`src/sv/mbr_pkg.sv`:
```
`timescale 1ns / 1ps
// ---------------------------------------------------------------------------
// mbr_pkg
// Shared types, constants and the hex decoder for the Modbus ASCII receiver.
// ---------------------------------------------------------------------------
package mbr_pkg;

    localparam int unsigned MIN_FRAME_CHARS = 9;
    localparam int unsigned MAX_FRAME_CHARS = 513;

    localparam int unsigned POS_W   = 10;
    localparam int unsigned LEN_W   = POS_W + 1;
    localparam logic [POS_W-1:0] POS_MAX = '1;

    localparam logic [7:0] ADDR_BROADCAST = 8'd0;
    localparam logic [7:0] ADDR_DEFAULT   = 8'd248;
    localparam logic [7:0] CHAR_COLON     = 8'h3A;
    localparam logic [7:0] CHAR_CR        = 8'h0D;

    localparam logic [7:0] RST_OWN_ADDRESS   = 8'd1;
    localparam logic [7:0] RST_END_DELIMITER = 8'd10;

    // configuration register indexes
    typedef enum logic [1:0] {
        REG_OWN_ADDRESS   = 2'd0,
        REG_END_DELIMITER = 2'd1,
        REG_DEFAULT_REPLY = 2'd2,
        REG_LISTEN_ONLY   = 2'd3
    } t_reg_idx;

    typedef enum logic [2:0] {
        VERDICT_OK        = 3'd0,
        VERDICT_BROADCAST = 3'd1,
        VERDICT_LENGTH    = 3'd2,
        VERDICT_FRAMING   = 3'd3,
        VERDICT_NON_HEX   = 3'd4,
        VERDICT_LRC       = 3'd5,
        VERDICT_OTHER     = 3'd6
    } t_verdict;

    typedef struct packed {
        logic        result_kind;
        logic [7:0]  data_byte;
        t_verdict    verdict;
        logic        event_valid;
        logic        event_listen;
        logic        event_comm_error;
        logic        event_broadcast;
        logic [15:0] message_count;
        logic [15:0] error_count;
    } t_result;

    typedef struct packed {
        logic       ok;
        logic [3:0] nib;
    } t_hex;

    // non-hex characters decode as nibble zero with ok cleared
    function automatic t_hex hex_decode(input logic [7:0] c);
        t_hex h;
        h = '{ok: 1'b1, nib: 4'd0};
        if (c inside {[8'h30:8'h39]}) begin
            h.nib = c[3:0];
        end else if (c inside {[8'h41:8'h46], [8'h61:8'h66]}) begin
            h.nib = 4'(c[2:0] + 3'd1) + 4'd8;
        end else begin
            h.ok = 1'b0;
        end
        return h;
    endfunction

endpackage

```
`src/sv/mbr_if.sv`:
```
`timescale 1ns / 1ps
// ---------------------------------------------------------------------------
// mbr_char_if / mbr_result_if
// Valid/ready channels: received characters in, decoded words out.
// ---------------------------------------------------------------------------
interface mbr_char_if;
    logic       valid;
    logic       ready;
    logic [7:0] rx_char;
    logic       frame_end;

    modport source (output valid, output rx_char, output frame_end, input ready);
    modport sink   (input valid, input rx_char, input frame_end, output ready);
endinterface

interface mbr_result_if;
    logic        valid;
    logic        ready;
    logic        result_kind;
    logic [7:0]  data_byte;
    logic [2:0]  verdict;
    logic        event_valid;
    logic        event_listen;
    logic        event_comm_error;
    logic        event_broadcast;
    logic [15:0] message_count;
    logic [15:0] error_count;

    modport source (output valid, output result_kind, output data_byte, output verdict,
                    output event_valid, output event_listen, output event_comm_error,
                    output event_broadcast, output message_count, output error_count,
                    input ready);
    modport sink   (input valid, input result_kind, input data_byte, input verdict,
                    input event_valid, input event_listen, input event_comm_error,
                    input event_broadcast, input message_count, input error_count,
                    output ready);
endinterface

```
`src/sv/modbus_ascii_frame_receiver_top.sv`:
```
`timescale 1ns / 1ps
// ---------------------------------------------------------------------------
// modbus_ascii_frame_receiver_top
// Modbus ASCII deframer: LRC check, address filter, data bytes and verdict.
// ---------------------------------------------------------------------------
// Throughput: one character per cycle while the output queue is not full; the
//   per-character update is one pass of logic from the frame state registers
//   into a two-entry output queue, which keeps taking characters while one
//   result word waits downstream.
// Reset (i_rst_n low, synchronous): registers to defaults, counters and frame
//   state cleared, output queue emptied.
// ---------------------------------------------------------------------------
module modbus_ascii_frame_receiver_top (
    input  logic                i_clk,
    input  logic                i_rst_n,
    mbr_char_if.sink            i_rx,
    mbr_result_if.source        o_res,
    input  logic                i_cfg_we,
    input  mbr_pkg::t_reg_idx   i_cfg_idx,
    input  logic [7:0]          i_cfg_data
);
    import mbr_pkg::*;

    // configuration
    logic [7:0] r_own_address;
    logic [7:0] r_end_delimiter;
    logic       r_default_reply;
    logic       r_listen_only;

    // per-frame state
    logic [POS_W-1:0] r_pos,        n_pos;
    logic             r_start_ok,   n_start_ok;
    logic [7:0]       r_dly0,       n_dly0;     // newest character
    logic [7:0]       r_dly1,       n_dly1;     // the one before
    logic             r_hex_ok,     n_hex_ok;
    logic [3:0]       r_high_nib,   n_high_nib;
    logic             r_phase,      n_phase;
    logic [7:0]       r_held,       n_held;
    logic             r_held_valid, n_held_valid;
    logic [7:0]       r_addr,       n_addr;
    logic [7:0]       r_sum,        n_sum;

    // running counters
    logic [15:0] r_msg_cnt, n_msg_cnt;
    logic [15:0] r_err_cnt, n_err_cnt;

    // output queue
    t_result    r_q [2];
    logic       r_wr_ptr, r_rd_ptr;
    logic [1:0] r_count,  n_count;

    logic       acc, push, pop, res_valid;
    t_result    res;
    t_hex       hx;
    logic [7:0] byte_new;
    logic [LEN_W-1:0] len;
    logic       len_bad, frame_bad;

    assign i_rx.ready = (r_count != 2'd2);
    assign acc  = i_rx.valid && i_rx.ready;
    assign pop  = o_res.valid && o_res.ready;
    assign push = acc && res_valid;

    assign hx       = hex_decode(r_dly1);
    assign byte_new = {r_high_nib, hx.nib};
    assign len      = {1'b0, r_pos} + LEN_W'(1);
    assign len_bad  = (len < LEN_W'(MIN_FRAME_CHARS)) || (len > LEN_W'(MAX_FRAME_CHARS));

    always_comb begin
        n_pos        = r_pos;
        n_start_ok   = r_start_ok;
        n_dly0       = r_dly0;
        n_dly1       = r_dly1;
        n_hex_ok     = r_hex_ok;
        n_high_nib   = r_high_nib;
        n_phase      = r_phase;
        n_held       = r_held;
        n_held_valid = r_held_valid;
        n_addr       = r_addr;
        n_sum        = r_sum;
        n_msg_cnt    = r_msg_cnt;
        n_err_cnt    = r_err_cnt;
        res          = '0;
        res.verdict  = VERDICT_OK;
        res_valid    = 1'b0;
        frame_bad    = 1'b0;

        if (r_pos == '0) begin
            n_start_ok = (i_rx.rx_char == CHAR_COLON);
        end

        // body character is the one two positions back
        if (r_pos >= POS_W'(3)) begin
            n_hex_ok = r_hex_ok && hx.ok;
            if (!r_phase) begin
                n_high_nib = hx.nib;
                n_phase    = 1'b1;
                if (r_held_valid && !i_rx.frame_end && n_start_ok && n_hex_ok) begin
                    res.data_byte = r_held;
                    res_valid     = 1'b1;
                end
                n_held_valid = 1'b0;
            end else begin
                n_sum = r_sum + byte_new;
                if (r_pos == POS_W'(4)) begin
                    n_addr = byte_new;
                end
                n_held       = byte_new;
                n_held_valid = 1'b1;
                n_phase      = 1'b0;
            end
        end

        if (i_rx.frame_end) begin
            res           = '0;
            res_valid     = 1'b1;
            res.result_kind = 1'b1;
            if (len_bad) begin
                res.verdict = VERDICT_LENGTH;
            end else begin
                n_msg_cnt        = r_msg_cnt + 16'd1;
                res.event_listen = r_listen_only;
                frame_bad = !n_start_ok || (r_dly0 != CHAR_CR)
                         || (i_rx.rx_char != r_end_delimiter) || !len[0];
                if (frame_bad) begin
                    res.verdict = VERDICT_FRAMING;
                end else if (!n_hex_ok) begin
                    res.verdict = VERDICT_NON_HEX;
                end else if (n_sum != 8'd0) begin
                    res.verdict          = VERDICT_LRC;
                    n_err_cnt            = r_err_cnt + 16'd1;
                    res.event_comm_error = 1'b1;
                end else if (n_addr != r_own_address && n_addr != ADDR_BROADCAST
                             && !(r_default_reply && n_addr == ADDR_DEFAULT)) begin
                    res.verdict = VERDICT_OTHER;
                end else if (n_addr == ADDR_BROADCAST) begin
                    res.verdict         = VERDICT_BROADCAST;
                    res.event_broadcast = 1'b1;
                end else begin
                    res.verdict = VERDICT_OK;
                end
                res.event_valid = res.event_listen || res.event_comm_error
                               || res.event_broadcast;
            end
            res.message_count = n_msg_cnt;
            res.error_count   = n_err_cnt;

            // back to the idle frame state
            n_pos        = '0;
            n_start_ok   = 1'b0;
            n_dly0       = 8'd0;
            n_dly1       = 8'd0;
            n_hex_ok     = 1'b1;
            n_high_nib   = 4'd0;
            n_phase      = 1'b0;
            n_held       = 8'd0;
            n_held_valid = 1'b0;
            n_addr       = 8'd0;
            n_sum        = 8'd0;
        end else begin
            n_dly1 = r_dly0;
            n_dly0 = i_rx.rx_char;
            if (r_pos != POS_MAX) begin
                n_pos = r_pos + POS_W'(1);
            end
        end
    end

    assign n_count = r_count + 2'(push) - 2'(pop);

    always_ff @(posedge i_clk) begin
        if (!i_rst_n) begin
            r_own_address   <= RST_OWN_ADDRESS;
            r_end_delimiter <= RST_END_DELIMITER;
            r_default_reply <= 1'b0;
            r_listen_only   <= 1'b0;
            r_pos        <= '0;
            r_start_ok   <= 1'b0;
            r_dly0       <= 8'd0;
            r_dly1       <= 8'd0;
            r_hex_ok     <= 1'b1;
            r_high_nib   <= 4'd0;
            r_phase      <= 1'b0;
            r_held       <= 8'd0;
            r_held_valid <= 1'b0;
            r_addr       <= 8'd0;
            r_sum        <= 8'd0;
            r_msg_cnt    <= 16'd0;
            r_err_cnt    <= 16'd0;
            r_wr_ptr     <= 1'b0;
            r_rd_ptr     <= 1'b0;
            r_count      <= 2'd0;
        end else begin
            if (i_cfg_we) begin
                case (i_cfg_idx)
                    REG_OWN_ADDRESS:   r_own_address   <= i_cfg_data;
                    REG_END_DELIMITER: r_end_delimiter <= i_cfg_data;
                    REG_DEFAULT_REPLY: r_default_reply <= i_cfg_data[0];
                    REG_LISTEN_ONLY:   r_listen_only   <= i_cfg_data[0];
                    default: ;
                endcase
            end
            if (acc) begin
                r_pos        <= n_pos;
                r_start_ok   <= n_start_ok;
                r_dly0       <= n_dly0;
                r_dly1       <= n_dly1;
                r_hex_ok     <= n_hex_ok;
                r_high_nib   <= n_high_nib;
                r_phase      <= n_phase;
                r_held       <= n_held;
                r_held_valid <= n_held_valid;
                r_addr       <= n_addr;
                r_sum        <= n_sum;
                r_msg_cnt    <= n_msg_cnt;
                r_err_cnt    <= n_err_cnt;
            end
            if (push) r_wr_ptr <= !r_wr_ptr;
            if (pop)  r_rd_ptr <= !r_rd_ptr;
            r_count <= n_count;
        end
    end

    // queue storage, no reset needed
    always_ff @(posedge i_clk) begin
        if (push) begin
            r_q[r_wr_ptr] <= res;
        end
    end

    assign o_res.valid            = (r_count != 2'd0);
    assign o_res.result_kind      = r_q[r_rd_ptr].result_kind;
    assign o_res.data_byte        = r_q[r_rd_ptr].data_byte;
    assign o_res.verdict          = r_q[r_rd_ptr].verdict;
    assign o_res.event_valid      = r_q[r_rd_ptr].event_valid;
    assign o_res.event_listen     = r_q[r_rd_ptr].event_listen;
    assign o_res.event_comm_error = r_q[r_rd_ptr].event_comm_error;
    assign o_res.event_broadcast  = r_q[r_rd_ptr].event_broadcast;
    assign o_res.message_count    = r_q[r_rd_ptr].message_count;
    assign o_res.error_count      = r_q[r_rd_ptr].error_count;

    // queue never overfills
    a_count_bound: assert property (@(posedge i_clk) disable iff (!i_rst_n)
        r_count != 2'd3)
        else $error("output queue count out of range");

    // a pushed word is visible on the next cycle
    a_push_visible: assert property (@(posedge i_clk) disable iff (!i_rst_n)
        push |=> o_res.valid)
        else $error("pushed word not visible");

    // a closed frame leaves the position counter at zero, hex_ok set and no held byte
    a_frame_clear: assert property (@(posedge i_clk) disable iff (!i_rst_n)
        (acc && i_rx.frame_end) |=> (r_pos == '0 && r_hex_ok && !r_held_valid))
        else $error("frame state not cleared after frame end");

    // every frame end produces a verdict word
    a_verdict_push: assert property (@(posedge i_clk) disable iff (!i_rst_n)
        (acc && i_rx.frame_end) |-> push)
        else $error("frame end without verdict");

endmodule

```
`src/flat_wrapper.sv`:
```
// flat-port wrapper written by rule: the top's interface ports become plain ports
module modbus_ascii_frame_receiver_top_flat import mbr_pkg::*;
  (i_clk, i_rst_n, i_cfg_we, i_cfg_idx, i_cfg_data, i_rx_valid, i_rx_rx_char, i_rx_frame_end, i_rx_ready, o_res_valid, o_res_result_kind, o_res_data_byte, o_res_verdict, o_res_event_valid, o_res_event_listen, o_res_event_comm_error, o_res_event_broadcast, o_res_message_count, o_res_error_count, o_res_ready);
  mbr_char_if i_rx_i ();
  mbr_result_if o_res_i ();
  input  logic i_clk;
  input  logic i_rst_n;
  input  logic i_cfg_we;
  input  mbr_pkg::t_reg_idx i_cfg_idx;
  input  logic [7:0] i_cfg_data;
  input wire logic [$bits(i_rx_i.valid)-1:0] i_rx_valid;
  input wire logic [$bits(i_rx_i.rx_char)-1:0] i_rx_rx_char;
  input wire logic [$bits(i_rx_i.frame_end)-1:0] i_rx_frame_end;
  output wire logic [$bits(i_rx_i.ready)-1:0] i_rx_ready;
  output wire logic [$bits(o_res_i.valid)-1:0] o_res_valid;
  output wire logic [$bits(o_res_i.result_kind)-1:0] o_res_result_kind;
  output wire logic [$bits(o_res_i.data_byte)-1:0] o_res_data_byte;
  output wire logic [$bits(o_res_i.verdict)-1:0] o_res_verdict;
  output wire logic [$bits(o_res_i.event_valid)-1:0] o_res_event_valid;
  output wire logic [$bits(o_res_i.event_listen)-1:0] o_res_event_listen;
  output wire logic [$bits(o_res_i.event_comm_error)-1:0] o_res_event_comm_error;
  output wire logic [$bits(o_res_i.event_broadcast)-1:0] o_res_event_broadcast;
  output wire logic [$bits(o_res_i.message_count)-1:0] o_res_message_count;
  output wire logic [$bits(o_res_i.error_count)-1:0] o_res_error_count;
  input wire logic [$bits(o_res_i.ready)-1:0] o_res_ready;
  assign i_rx_i.valid = i_rx_valid;
  assign i_rx_i.rx_char = i_rx_rx_char;
  assign i_rx_i.frame_end = i_rx_frame_end;
  assign i_rx_ready = i_rx_i.ready;
  assign o_res_valid = o_res_i.valid;
  assign o_res_result_kind = o_res_i.result_kind;
  assign o_res_data_byte = o_res_i.data_byte;
  assign o_res_verdict = o_res_i.verdict;
  assign o_res_event_valid = o_res_i.event_valid;
  assign o_res_event_listen = o_res_i.event_listen;
  assign o_res_event_comm_error = o_res_i.event_comm_error;
  assign o_res_event_broadcast = o_res_i.event_broadcast;
  assign o_res_message_count = o_res_i.message_count;
  assign o_res_error_count = o_res_i.error_count;
  assign o_res_i.ready = o_res_ready;
  modbus_ascii_frame_receiver_top u_core (.i_clk(i_clk), .i_rst_n(i_rst_n), .i_rx(i_rx_i), .o_res(o_res_i), .i_cfg_we(i_cfg_we), .i_cfg_idx(i_cfg_idx), .i_cfg_data(i_cfg_data));
endmodule
```
`config.mk`:
```
export PLATFORM = sky130hd
export DESIGN_NAME = modbus_ascii_frame_receiver_top_flat
export DESIGN_NICKNAME = d
export VERILOG_FILES = /design/src/sv/mbr_pkg.sv /design/src/sv/mbr_if.sv /design/src/sv/modbus_ascii_frame_receiver_top.sv /design/src/flat_wrapper.sv
export SDC_FILE = /design/constraint.sdc
export NUM_CORES = 1
export LEC_CHECK = 0
export ABC_CLOCK_PERIOD_IN_PS = 4500
export BUFFER_PORTS_ARGS = -buffer_cell sky130_fd_sc_hd__buf_2
export CAP_MARGIN = 30
export CORE_MARGIN = 3
export CORE_UTILIZATION = 50
export CTS_CLUSTER_DIAMETER = 40
export CTS_CLUSTER_SIZE = 20
export DETAILED_ROUTE_END_ITERATION = 8
export PLACE_DENSITY_LB_ADDON = 0.08
export SLEW_MARGIN = 10
export SYNTH_ARGS = -nofsm -noshare
export SYNTH_HDL_FRONTEND = slang
export SYNTH_SLANG_ARGS = --single-unit
```
`constraint.sdc`:
```
create_clock -name i_clk -period 4.5 [get_ports i_clk]
set_input_delay 0.45 -clock i_clk [delete_from_list [all_inputs] [get_ports i_clk]]
set_output_delay 0.45 -clock i_clk [all_outputs]
set_load 0.01 [all_outputs]
```
==> results of run 1 <==
-- repair_timing --
item	4_1_cts	5_1_grt
hold buffers	0	0
setup endpoints to repair	0	42
resized for setup	0	6
buffers inserted	0	5
-- placed cells by master, fill, tap and decap left out, types with 13 or more instances in the layout --
| cell type | n |
|---|---|
| a21oi_1 | 91 |
| a22oi_1 | 22 |
| and2_1 | 25 |
| and3_1 | 29 |
| buf_2 | 73 |
| buf_4 | 26 |
| clkbuf_16 | 30 |
| dfxtp_1 | 111 |
| edfxtp_1 | 96 |
| ha_1 | 16 |
| inv_1 | 24 |
| mux2_2 | 50 |
| mux2i_1 | 18 |
| nand2_1 | 59 |
| nand3_1 | 39 |
| nand4_1 | 19 |
| nor2_1 | 126 |
| o21ai_0 | 21 |
| o31ai_1 | 31 |
| or3_1 | 13 |
| or4_1 | 30 |
| xnor2_1 | 27 |
| xor2_1 | 25 |
-- worst max-delay path, cell delays in order, from the launching register on --
cell and delay, ps:
dfxtp_2 360, inv_1 110, ha_1 200, and2_1 190
o31ai_4 280, nor2_1 100, mux2_2 330, ha_1 210
inv_1 70, fa_2 230, a21oi_1 70, or4_1 500
a211oi_2 220, nand4_1 250, nor4_4 370, buf_4 190
buf_6 170, or4_1 130, a21oi_1 70
-- power by group --
| part | internal [W] | switching (W) | leakage (nW) |
|---|---|---|---|
| combinational | 0.000318 | 0.000443 | 2.15 |
| sequential | 0.00208 | 0.0000476 | 1.83 |
| clock | 0.00131 | 0.000868 | 0.463 |
-- area by class of cell --
type / count / area, um2 / area share (%)
multi-input combinational: 752 / 4890 / 40.58
tap: 270 / 337.8 / 2.804
inverter: 27 / 101.3 / 0.8411
timing repair buffer: 103 / 631.9 / 5.244
sequential: 209 / 5147 / 42.72
clock inverter: 24 / 215.2 / 1.786
clock buffer: 29 / 725.7 / 6.023
-- cell families after synthesis --
kind of cell | Yosys count | synth area share, %
XOR/XNOR | 52 | 4.400
buffers and inverters | 84 | 3.276
flip-flops | 209 | 49.70
AO/OA/AOI/OAI | 217 | 13.24
multiplexers | 68 | 7.180
AND/OR/NAND/NOR | 398 | 20.08
adder cells (fa/ha/maj) | 17 | 2.127
-- stage by stage --
stage / setup WS, ps / util (%)
2_1_floorplan: 499.7 / -
3_3_place_gp: 298.7 / 54.31
3_5_place_dp: 145.3 / 54.31
4_1_cts: 120.1 / 58.94
5_1_grt: -32.36 / 59.36
6_report: 181.7 / 59.36
-- path summary, 6_finish.rpt --
check	start	end	slack, ps	depth (start not counted)
hold / removal	i_cfg_data[3]	u_core.r_end_delimiter[3]	160	3
setup reg to reg	u_core.r_dly1[0]	u_core.r_q[0][2]	180	18
setup / recovery	u_core.r_dly1[0]	u_core.r_q[0][2]	180	18
hold reg to reg	u_core.r_start_ok	u_core.r_start_ok	470	2
-- routing by layer --
metal | up-vias | share of wire [%]
met3 | 39 | 4.6
met5 | - | 0
met1 | 3912 | 45
li1 | 4006 | -
met2 | 171 | 48
met4 | 0 | 2.2
-- sequential cells by signal (all words and copies together), names as in the netlist, 2 cells and up, named ones only --
signal and flops:
u_core.r_addr 8, u_core.r_count 2, u_core.r_dly0 8, u_core.r_dly1 8, u_core.r_end_delimiter 8, u_core.r_err_cnt 16, u_core.r_held 8, u_core.r_high_nib 4
u_core.r_msg_cnt 16, u_core.r_own_address 8, u_core.r_pos 10, u_core.r_q 96, u_core.r_sum 8
==> results by group, run 1 <==
Floorplanning
  • Initial core utilization: 50.99%
  • Top-level port count: 74
  • Die Ht: 149.9 um
  • Row Count: 52
  • Die width: 149.9 um
  • Die Area: 0.02247 mm2
  • Core area: 0.02030 mm2

Timing
  • Minimum clock period: 4318 ps
  • Setup_tns: 0 ps
  • Slew margin rel.: 37.84%
  • Skew final: 13.80 ps
  • Highest clock rate: 231.6 MHz
  • Final worst path period share: 95.96%
  • Final Slew Violations: 0
  • Worst Max-Slew Pin Slew: 929.0 ps
  • Worst hold slack: 163.2 ps
  • Final hold viol count: 0
  • Setup violations, final: 0

Synth
  • Top FF cell, synth: dfxtp_1
  • Synth Net Count: 1,086
  • Number of distinct library cells after synthesis: 65
  • Cell with the most instances after synthesis: nor2_1
  • Synth Register Bits: 209
  • Asr flop ratio synth: 0%
  • Syn Inst Count: 1,045
  • Commonest cells post-synth: nor2_1, dfxtp_1, edfxtp_1
  • Synthesized cell area: 0.01035 mm2
  • Synth top area share: 27.85%
  • Top cells by area, synth: edfxtp_1, dfxtp_1, mux2_2, nor2_1, a21oi_1
  • Mean Syn Cell Area: 9.905 um2
  • Most area-hungry cell type in the Yosys netlist: edfxtp_1
  • Post-synth EDFFs: 96
  • Register area share after synthesis: 49.70%
  • Yosys warns: 0

Power
  • Power Dens Cells: 420.5 mW/mm2
  • Total power: 0.005067 W
  • Worst vdd ir: 0.3025 mV
  • Leakage: 4.447 nW

CTS
  • CTS clock-pin slew for the worst setup and hold paths: 60 ps
  • CTS max path bufs: 3
  • Clock Sinks: 209
  • Root buffer cell: clkbuf_16
  • CTS tree: done
  • Clock insertion delay at the later pin of the skew report: 530 ps
  • Num CTS Buffers: 29
  • H-tree levels: 1

GRT
  • Largest net degree at the start of global routing: 64
  • Vias in the first global route: 7,355
  • GR peak layer: met2
  • Met3 Use GR: 2.907%
  • Initial antenna violation count: 0
  • Met2 GRT Util: 34.69%
  • Global-route wire length before repair: 37,980 um
  • Met1 Use GR: 28.13%
  • GRT overflow: 0
  • GRT Util Overall: 20.69%

Place
  • Routability congestion estimate: 0.8560
  • Placed cell area: 0.01102 mm2
  • Placed Cells: 1,354
  • Port bufs: 73
  • Detailed placer's ending HPWL: 16,140 um

Routing
  • Vias per cell: 5.748
  • Vias: 8,128
  • 1st-pass router iterations: 5
  • Avg WL per Cell: 17.04 um
  • DRC: 0
  • Final wirelength: 24,100 um
  • Post-route ant nets: 0
  • DR iter-0 viols: 528

Flow run
  • Max_cap viols: 0

Final layout
  • Antenna cells: 0
  • Nets: 1,163
  • Area Overhead vs Synth: 16.40%
  • Non-Filler Instances: 1,414
  • Final instance area: 0.01205 mm2
  • Layout fillers: 1,823
  • Layout cell share with drive strength beyond 1: 19.93%

Worst setup path
  • Crit end category: flop
  • Crit Path Class: flop to flop
  • Worst Path Required: 4760 ps
  • Worst setup SP type: flop
  • Critical Path AT: 4580 ps
  • Crit Path Max Fanout: 16

Outcome
  • Outcome: complete, no violations

Min path
  • Worst Hold Class: primary input to flop
(Power assumes the default switching activity.)
==> run 2: changes to the inputs <==
--- a/config.mk
+++ b/config.mk
@@ -14,4 +14,5 @@
 export CTS_CLUSTER_SIZE = 20
 export DETAILED_ROUTE_END_ITERATION = 8
+export GPL_TIMING_DRIVEN = 0
 export PLACE_DENSITY_LB_ADDON = 0.08
 export SLEW_MARGIN = 10
==> constraint.sdc (replaced) <==
create_clock -name i_clk -period 4.5 [get_ports i_clk]
set_input_delay 0.225 -clock i_clk [delete_from_list [all_inputs] [get_ports i_clk]]
set_output_delay 0.225 -clock i_clk [all_outputs]
set_load 0.01 [all_outputs]
==> results by group, run 2 (synthesis results as in run 1) <==
Outcome
  • Outcome: complete, no violations

Worst setup path
  • Crit-path cells: inv_2 -> ha_1 -> and2_1 -> o31ai_4 -> nor2_2 -> mux2_4 -> ha_1 -> inv_1 -> fa_2 -> a31oi_2 -> or4_4 -> a211oi_4 -> nand4_1 -> buf_4 -> nor4_4 -> buf_4 -> buf_8 -> o31ai_1 -> a21oi_1
  • Crit Path Max Fanout: 11 (-5)
  • Worst path max stage delay: 460 ps (-40 ps)
  • Worst setup SP type: flop
  • Crit path max-delay family: simple AND/OR/NAND/NOR gates
  • Crit path buf inv count: 5 (+1)
  • R2R setup slack: 170 ps (about the same)
  • R2R Path End: u_core.r_q[1][5]
  • R2R cell count: 19 (+1)
  • Worst R2R Start: u_core.r_dly1[0]
  • Crit end category: flop
  • Worst Path Required: 4800 ps (+40 ps)
  • Crit-path slowest cell: or4_4
  • Crit Path Class: flop to flop
  • Critical Path AT: 4630 ps (+50 ps)

CTS
  • Num CTS Buffers: 36 (+24%)
  • H-tree levels: 2 (+1)
  • CTS clock-pin slew for the worst setup and hold paths: 60 ps (about the same)
  • Clock insertion delay at the later pin of the skew report: 500 ps (-30 ps)
  • CTS max path bufs: 3 (unchanged)
  • CTS tree: done
  • Clock Sinks: 209 (unchanged)
  • Root buffer cell: clkbuf_16

Routing
  • Post-route ant nets: 0 (unchanged)
  • Avg WL per Cell: 18.28 um (+7.2%)
  • 1st-pass router iterations: 5 (unchanged)
  • Vias: 8,444 (+3.9%)
  • DR iter-0 viols: 639 (+21%)
  • Vias per cell: 5.748 (about the same)
  • DRC: 0 (unchanged)
  • Final wirelength: 26,850 um (+11%)

Power
  • Logic pwr share: 14.2% (-0.8 points)
  • Seq pwr share: 37.5% (-4.5 points)
  • Leakage: 4.630 nW (+4.1%)
  • Total power: 0.005649 W (+11%)
  • Clock Power Share: 48.3% (+5.3 points)
  • Switching Share: 26.03% (-0.80 points)
  • Internal Power: 0.004179 W (+13%)
  • Power Dens Cells: 448.4 mW/mm2 (+6.6%)
  • Worst vdd ir: 0.3901 mV (+29%)
  • Sw power: 0.001470 W (+8.2%)

GRT
  • GRT Util Overall: 23.55% (+2.9 points)
  • Largest net degree at the start of global routing: 30 (-53%)
  • GRT overflow: 0 (unchanged)
  • Global-route wire length before repair: 42,320 um (+11%)
  • Initial antenna violation count: 0 (unchanged)
  • Vias in the first global route: 8,170 (+11%)

Final layout
  • Layout fillers: 1,752 (-3.9%)
  • Top Registers: u_core.r_q: 96 flops, u_core.r_err_cnt: 16 flops, u_core.r_msg_cnt: 16 flops
  • Area Overhead vs Synth: 21.71%
  • Reg with most FFs: u_core.r_q
  • Most frequent cells in the layout: nor2_1, dfxtp_1, edfxtp_1
  • Layout cell share with drive strength beyond 1: 20.10% (+0.17 points)
  • Antenna cells: 0 (unchanged)
  • Most common cell after layout, fill and taps aside: nor2_1
  • Nets: 1,214 (+4.4%)
  • Max FFs per register: 96 (unchanged)

Timing
  • RSZ-0062 raised after global routing: true
  • Setup ws final: 170.6 ps (-11.11 ps)
  • Minimum clock period: 4329 ps (+11.11 ps)
  • Setup violations, final: 0 (unchanged)
  • Worst Max-Slew Pin Slew: 901.5 ps (-27.48 ps)
  • Final Slew Violations: 0 (unchanged)
  • Skew final: 18.06 ps (+4.266 ps)
  • Final hold viol count: 0 (unchanged)
  • Slew margin rel.: 39.62% (+1.8 points)
  • Final worst path period share: 96.21% (+0.25 points)
  • Highest clock rate: 231.0 MHz (-0.26%)

Min path
  • Worst Hold Class: primary input to flop
  • Hold Startpoint: i_cfg_data[0]
  • Hold Crit Depth: 3 (unchanged)
  • Worst-case hold path end point: u_core.r_own_address[0]

Flow run
  • Max_cap viols: 0 (unchanged)

Place
  • Setup WS pre-CTS: -499.9 ps (-645.1 ps)
  • Port bufs: 73 (unchanged)
  • Detailed placer's ending HPWL: 18,350 um (+14%)
  • Routability congestion estimate: 0.8991 (+5.0%)

Floorplanning
  • Core area: 0.02030 mm2 (unchanged)
  • Die width: 149.9 um (unchanged)
  • Initial core utilization: 50.99% (unchanged)
  • Die Ht: 149.9 um (unchanged)
  • Row Count: 52 (unchanged)
  • Top-level port count: 74 (unchanged)
  • Die Area: 0.02247 mm2 (unchanged)
==> run 2: changes by cell type in the layout (fill, tap and decap cells not counted), moves of 4 or more <==
| cell | previous run | this run |
|---|---|---|
| a21oi_2 | 1 | 5 |
| a21oi_1 | 91 | 87 |
| buf_1 | 0 | 4 |
| buf_4 | 26 | 9 |
| dlygate4sd3_1 | 0 | 7 |
| clkbuf_1 | 0 | 47 |
| clkbuf_16 | 30 | 37 |
==> run 2: area by class of cell <==
cell class	count	area [um2]	share of cell area [%]
tap	270	337.8	2.682
buffer	56	246.5	1.957
multi-input combinational	752	5002	39.71
clock buffer	40	957.2	7.598
inverter	27	101.3	0.8044
timing repair buffer	91	543.0	4.310
clock inverter	24	260.3	2.066
sequential	209	5150	40.88
==> run 2: metal layers <==
layer	part of all wire [%]	track usage, %	up-vias
met5	0	0	-
met4	3.0	9.103	0
met3	5.1	3.846	56
met2	47	38.21	209
met1	45	31.70	4065
li1	-	-	4114
==> run 2: power by group through the flow <==
stage / registers, W / logic, W / clock network [W]
finish: 0.00212 / 0.000804 / 0.00273
floorplan: 0.00214 / 0.000507 / 0
global route: 0.00212 / 0.000874 / 0.00286
global placement: 0.00216 / 0.000781 / 0
CTS: 0.00212 / 0.000812 / 0.00277
detailed placement: 0.00215 / 0.000798 / 0
==> run 2: what timing repair did <==
action,in CTS,in global routing
endpoints found under the setup margin,56,89
hold buffers,7,0
pin swaps,3,9
setup buffers,5,4
hold endpoints to repair,12,0
resized for setup,9,27
==> run 2: worst max-delay path by stage <==
stage | from | endpoint | slack (ps) | cells after the start
CTS | u_core.r_dly1[0] | u_core.r_q[1][4] | 10 | 17
global route | u_core.r_dly1[0] | u_core.r_q[1][5] | -40 | 19
detailed placement | u_core.r_dly1[0] | u_core.r_q[0][37] | -500 | 18
floorplan | u_core.r_dly1[0] | u_core.r_q[0][3] | 500 | 17
finish | u_core.r_dly1[0] | u_core.r_q[1][5] | 170 | 19
global placement | u_core.r_pos[8] | u_core.r_q[1][27] | -1380 | 9
==> run 2: metrics by stage <==
| step | util (%) | cell area, um2 | hold WS (ps) | setup TNS (ps) | instances |
|---|---|---|---|---|---|
| 6_report | 62.06 | 12600 | 28.08 | 0 | 1469 |
| 2_1_floorplan | - | 10350 | 323.9 | 0 | 1045 |
| 5_1_grt | 62.06 | 12600 | 21.89 | -280.5 | 1469 |
| 3_3_place_gp | 54.47 | 11060 | 443.3 | -149720 | 1388 |
| 3_5_place_dp | 54.73 | 11110 | 457.9 | -17010 | 1390 |
| 4_1_cts | 61.44 | 12470 | 7.912 | 0 | 1466 |
==> run 2: worst register-to-register path, delay by kind of cell (launching register included) <==
kind                       cells  cell delay (ps)
AOI/OAI and AO/OA              5              980
adders and majority gates      3              670
buffers and inverters          5              730
DFF                            1              370
muxes                          1              310
and+or+nand+nor                5             1070
==> run 3: changes to the inputs <==
ABC_CLOCK_PERIOD_IN_PS = 4400   (was 4500)
CORE_MARGIN = 2   (was 3)
CORE_UTILIZATION = 61   (was 50)
clock period = 4.4 ns   (was 4.5 ns; I/O delays follow)
==> results by group, run 3 (synthesis results as in run 1) <==
CTS
  • H-tree levels: 1 (-1)
  • Num CTS Buffers: 28 (-22%)
  • Root buffer cell: clkbuf_16
  • Clock Sinks: 209 (unchanged)
  • CTS clock-pin slew for the worst setup and hold paths: 60 ps (about the same)
  • Clock insertion delay at the later pin of the skew report: 530 ps (+30 ps)
  • CTS max path bufs: 3 (unchanged)
  • CTS tree: done

Timing
  • Final worst path period share: 99.36% (+3.2 points)
  • RSZ-0062 raised after global routing: true
  • Worst hold slack: 20.44 ps (-7.641 ps)
  • Final Slew Violations: 0 (unchanged)
  • Highest clock rate: 228.7 MHz (-0.97%)
  • Skew final: 9.583 ps (-8.481 ps)
  • Final hold viol count: 0 (unchanged)
  • Minimum clock period: 4372 ps (+42.40 ps)
  • Setup violations, final: 0 (unchanged)
  • Slew margin rel.: 41.57% (+2.0 points)
  • Worst Max-Slew Pin Slew: 872.3 ps (-29.22 ps)

Worst setup path
  • Crit Path Max Fanout: 5 (-6)
  • Worst R2R Start: u_core.r_dly1[0]
  • Crit path max-delay family: buffers and inverters
  • Crit-path slowest cell: nor4bb_4
  • Crit end category: flop
  • Crit path buf inv count: 14 (+9)
  • Cell mode on critical path: buf_4
  • R2R cell count: 27 (+8)
  • R2R Path End: u_core.r_sum[6]
  • R2R setup slack: 30 ps (-140 ps)
  • Worst setup SP type: flop
  • Crit Path Class: flop to flop
  • Worst Path Required: 4850 ps (+50 ps)
  • Critical Path AT: 4820 ps (+190 ps)
  • Worst path max stage delay: 380 ps (-80 ps)

Routing
  • DR iter-0 viols: 796 (+25%)
  • Final wirelength: 26,750 um (-0.36%)
  • Vias per cell: 6.116 (+6.4%)
  • Vias: 8,734 (+3.4%)
  • 1st-pass router iterations: 5 (unchanged)
  • Post-route ant nets: 0 (unchanged)
  • Avg WL per Cell: 18.73 um (+2.5%)
  • DRC: 0 (unchanged)

Final layout
  • Top Registers: u_core.r_q: 96 flops, u_core.r_err_cnt: 16 flops, u_core.r_msg_cnt: 16 flops
  • Nets: 1,227 (+1.1%)
  • Layout fillers: 1,185 (-32%)
  • Reg with most FFs: u_core.r_q
  • Max FFs per register: 96 (unchanged)
  • Most common cell after layout, fill and taps aside: nor2_1
  • Most frequent cells in the layout: nor2_1, dfxtp_1, edfxtp_1
  • Antenna cells: 0 (unchanged)
  • Layout cell share with drive strength beyond 1: 21.44% (+1.3 points)
  • Area Overhead vs Synth: 20.62%
  • Final instance area: 0.01249 mm2 (-0.89%)

Place
  • Routability congestion estimate: 0.8796 (-2.2%)
  • Detailed placer's ending HPWL: 17,880 um (-2.5%)
  • Placed cell area: 0.01105 mm2 (-0.56%)
  • Port bufs: 73 (unchanged)

Min path
  • Hold Crit Depth: 3 (unchanged)
  • Worst Hold Class: primary input to flop
  • Worst-case hold path end point: u_core.r_end_delimiter[0]
  • Hold Startpoint: i_cfg_data[0]

GRT
  • GRT Util Overall: 28.67% (+5.1 points)
  • Global-route wire length before repair: 41,630 um (-1.6%)
  • GRT overflow: 0 (unchanged)
  • Initial antenna violation count: 0 (unchanged)
  • Largest net degree at the start of global routing: 30 (unchanged)
  • Vias in the first global route: 8,174 (+0.049%)

Power
  • Worst vdd ir: 0.3025 mV (-22%)
  • Power Dens Cells: 417.0 mW/mm2 (-7.0%)
  • Leakage: 4.576 nW (-1.2%)

Floorplanning
  • Top-level port count: 74 (unchanged)
  • Die Area: 0.01803 mm2 (-20%)
  • Initial core utilization: 62.42% (+11 points)
  • Row Count: 47 (-9.6%)
  • Die Ht: 134.3 um (-10%)
  • Die width: 134.3 um (-10%)
  • Core area: 0.01658 mm2 (-18%)

Outcome
  • Outcome: complete, no violations

Flow run
  • Max_cap viols: 0 (unchanged)
run 3: worst max path at each step:
stage          cells after the start  slack, ps             start           endpoint
5_1_grt                           27        -70  u_core.r_dly1[0]    u_core.r_sum[6]
6_report                          27         30  u_core.r_dly1[0]    u_core.r_sum[6]
3_5_place_dp                      18       -600  u_core.r_dly1[0]  u_core.r_q[1][37]
2_1_floorplan                     17        400  u_core.r_dly1[0]   u_core.r_q[0][3]
3_3_place_gp                       8      -1300   u_core.r_pos[8]  u_core.r_q[0][47]
4_1_cts                           18          7  u_core.r_dly1[0]  u_core.r_q[1][37]
run 3: report_power, final:
part | leakage, nW | total (W) | internal [W] | switching [W]
logic | 2.29 | 0.000821 | 0.000334 | 0.000487
clock network | 0.457 | 0.00222 | 0.00135 | 0.000873
registers | 1.83 | 0.00216 | 0.00213 | 0.0000393
total | 4.58 | 0.00521 | 0.00381 | 0.00140
run 3: area by class of cell:
type                    count  area [um2]  area share (%)
clock inverters            19       197.7           1.583
repair buffers            111       695.7           5.572
multi-input cells         752        5059           40.52
clock buffers              33       742.0           5.942
well taps                 220       275.3           2.205
flip-flops and latches    209        5151           41.26
inverters                  27       103.9          0.8318
plain buffers              57       261.5           2.094
run 3: what timing repair did:
action | 4_1_cts | 5_1_grt
hold endpoints to repair | 16 | 0
buffers inserted | 19 | 9
endpoints found under the setup margin | 59 | 89
gates cloned | 0 | 0
resized for setup | 17 | 31
pin swaps | 8 | 11
hold buffers | 8 | 0
run 3: worst min-delay path: stages:
cell,delay (ps)
buf_2,130
nand2_1,70
a21oi_1,60
run 3: metal layers:
layer  GRT usage (%)  wire [um]
met1           38.99      11360
met4           10.18        822
met5               0          0
met2           47.25      12720
met3           3.930       1839
run 3: through the flow:
stage / util (%) / cells / setup WS, ps / setup TNS (ps) / power, W
global placement: 66.30 / 1338 / -1302 / -141030 / 0.002985
global route: 75.29 / 1428 / -65.53 / -65.53 / 0.005386
CTS: 74.02 / 1419 / 6.910 / 0 / 0.005224
detailed placement: 66.61 / 1340 / -600.4 / -23310 / 0.003007
finish: 75.29 / 1428 / 28.21 / 0 / 0.005207
floorplan: - / 1045 / 399.7 / 0 / 0.002712
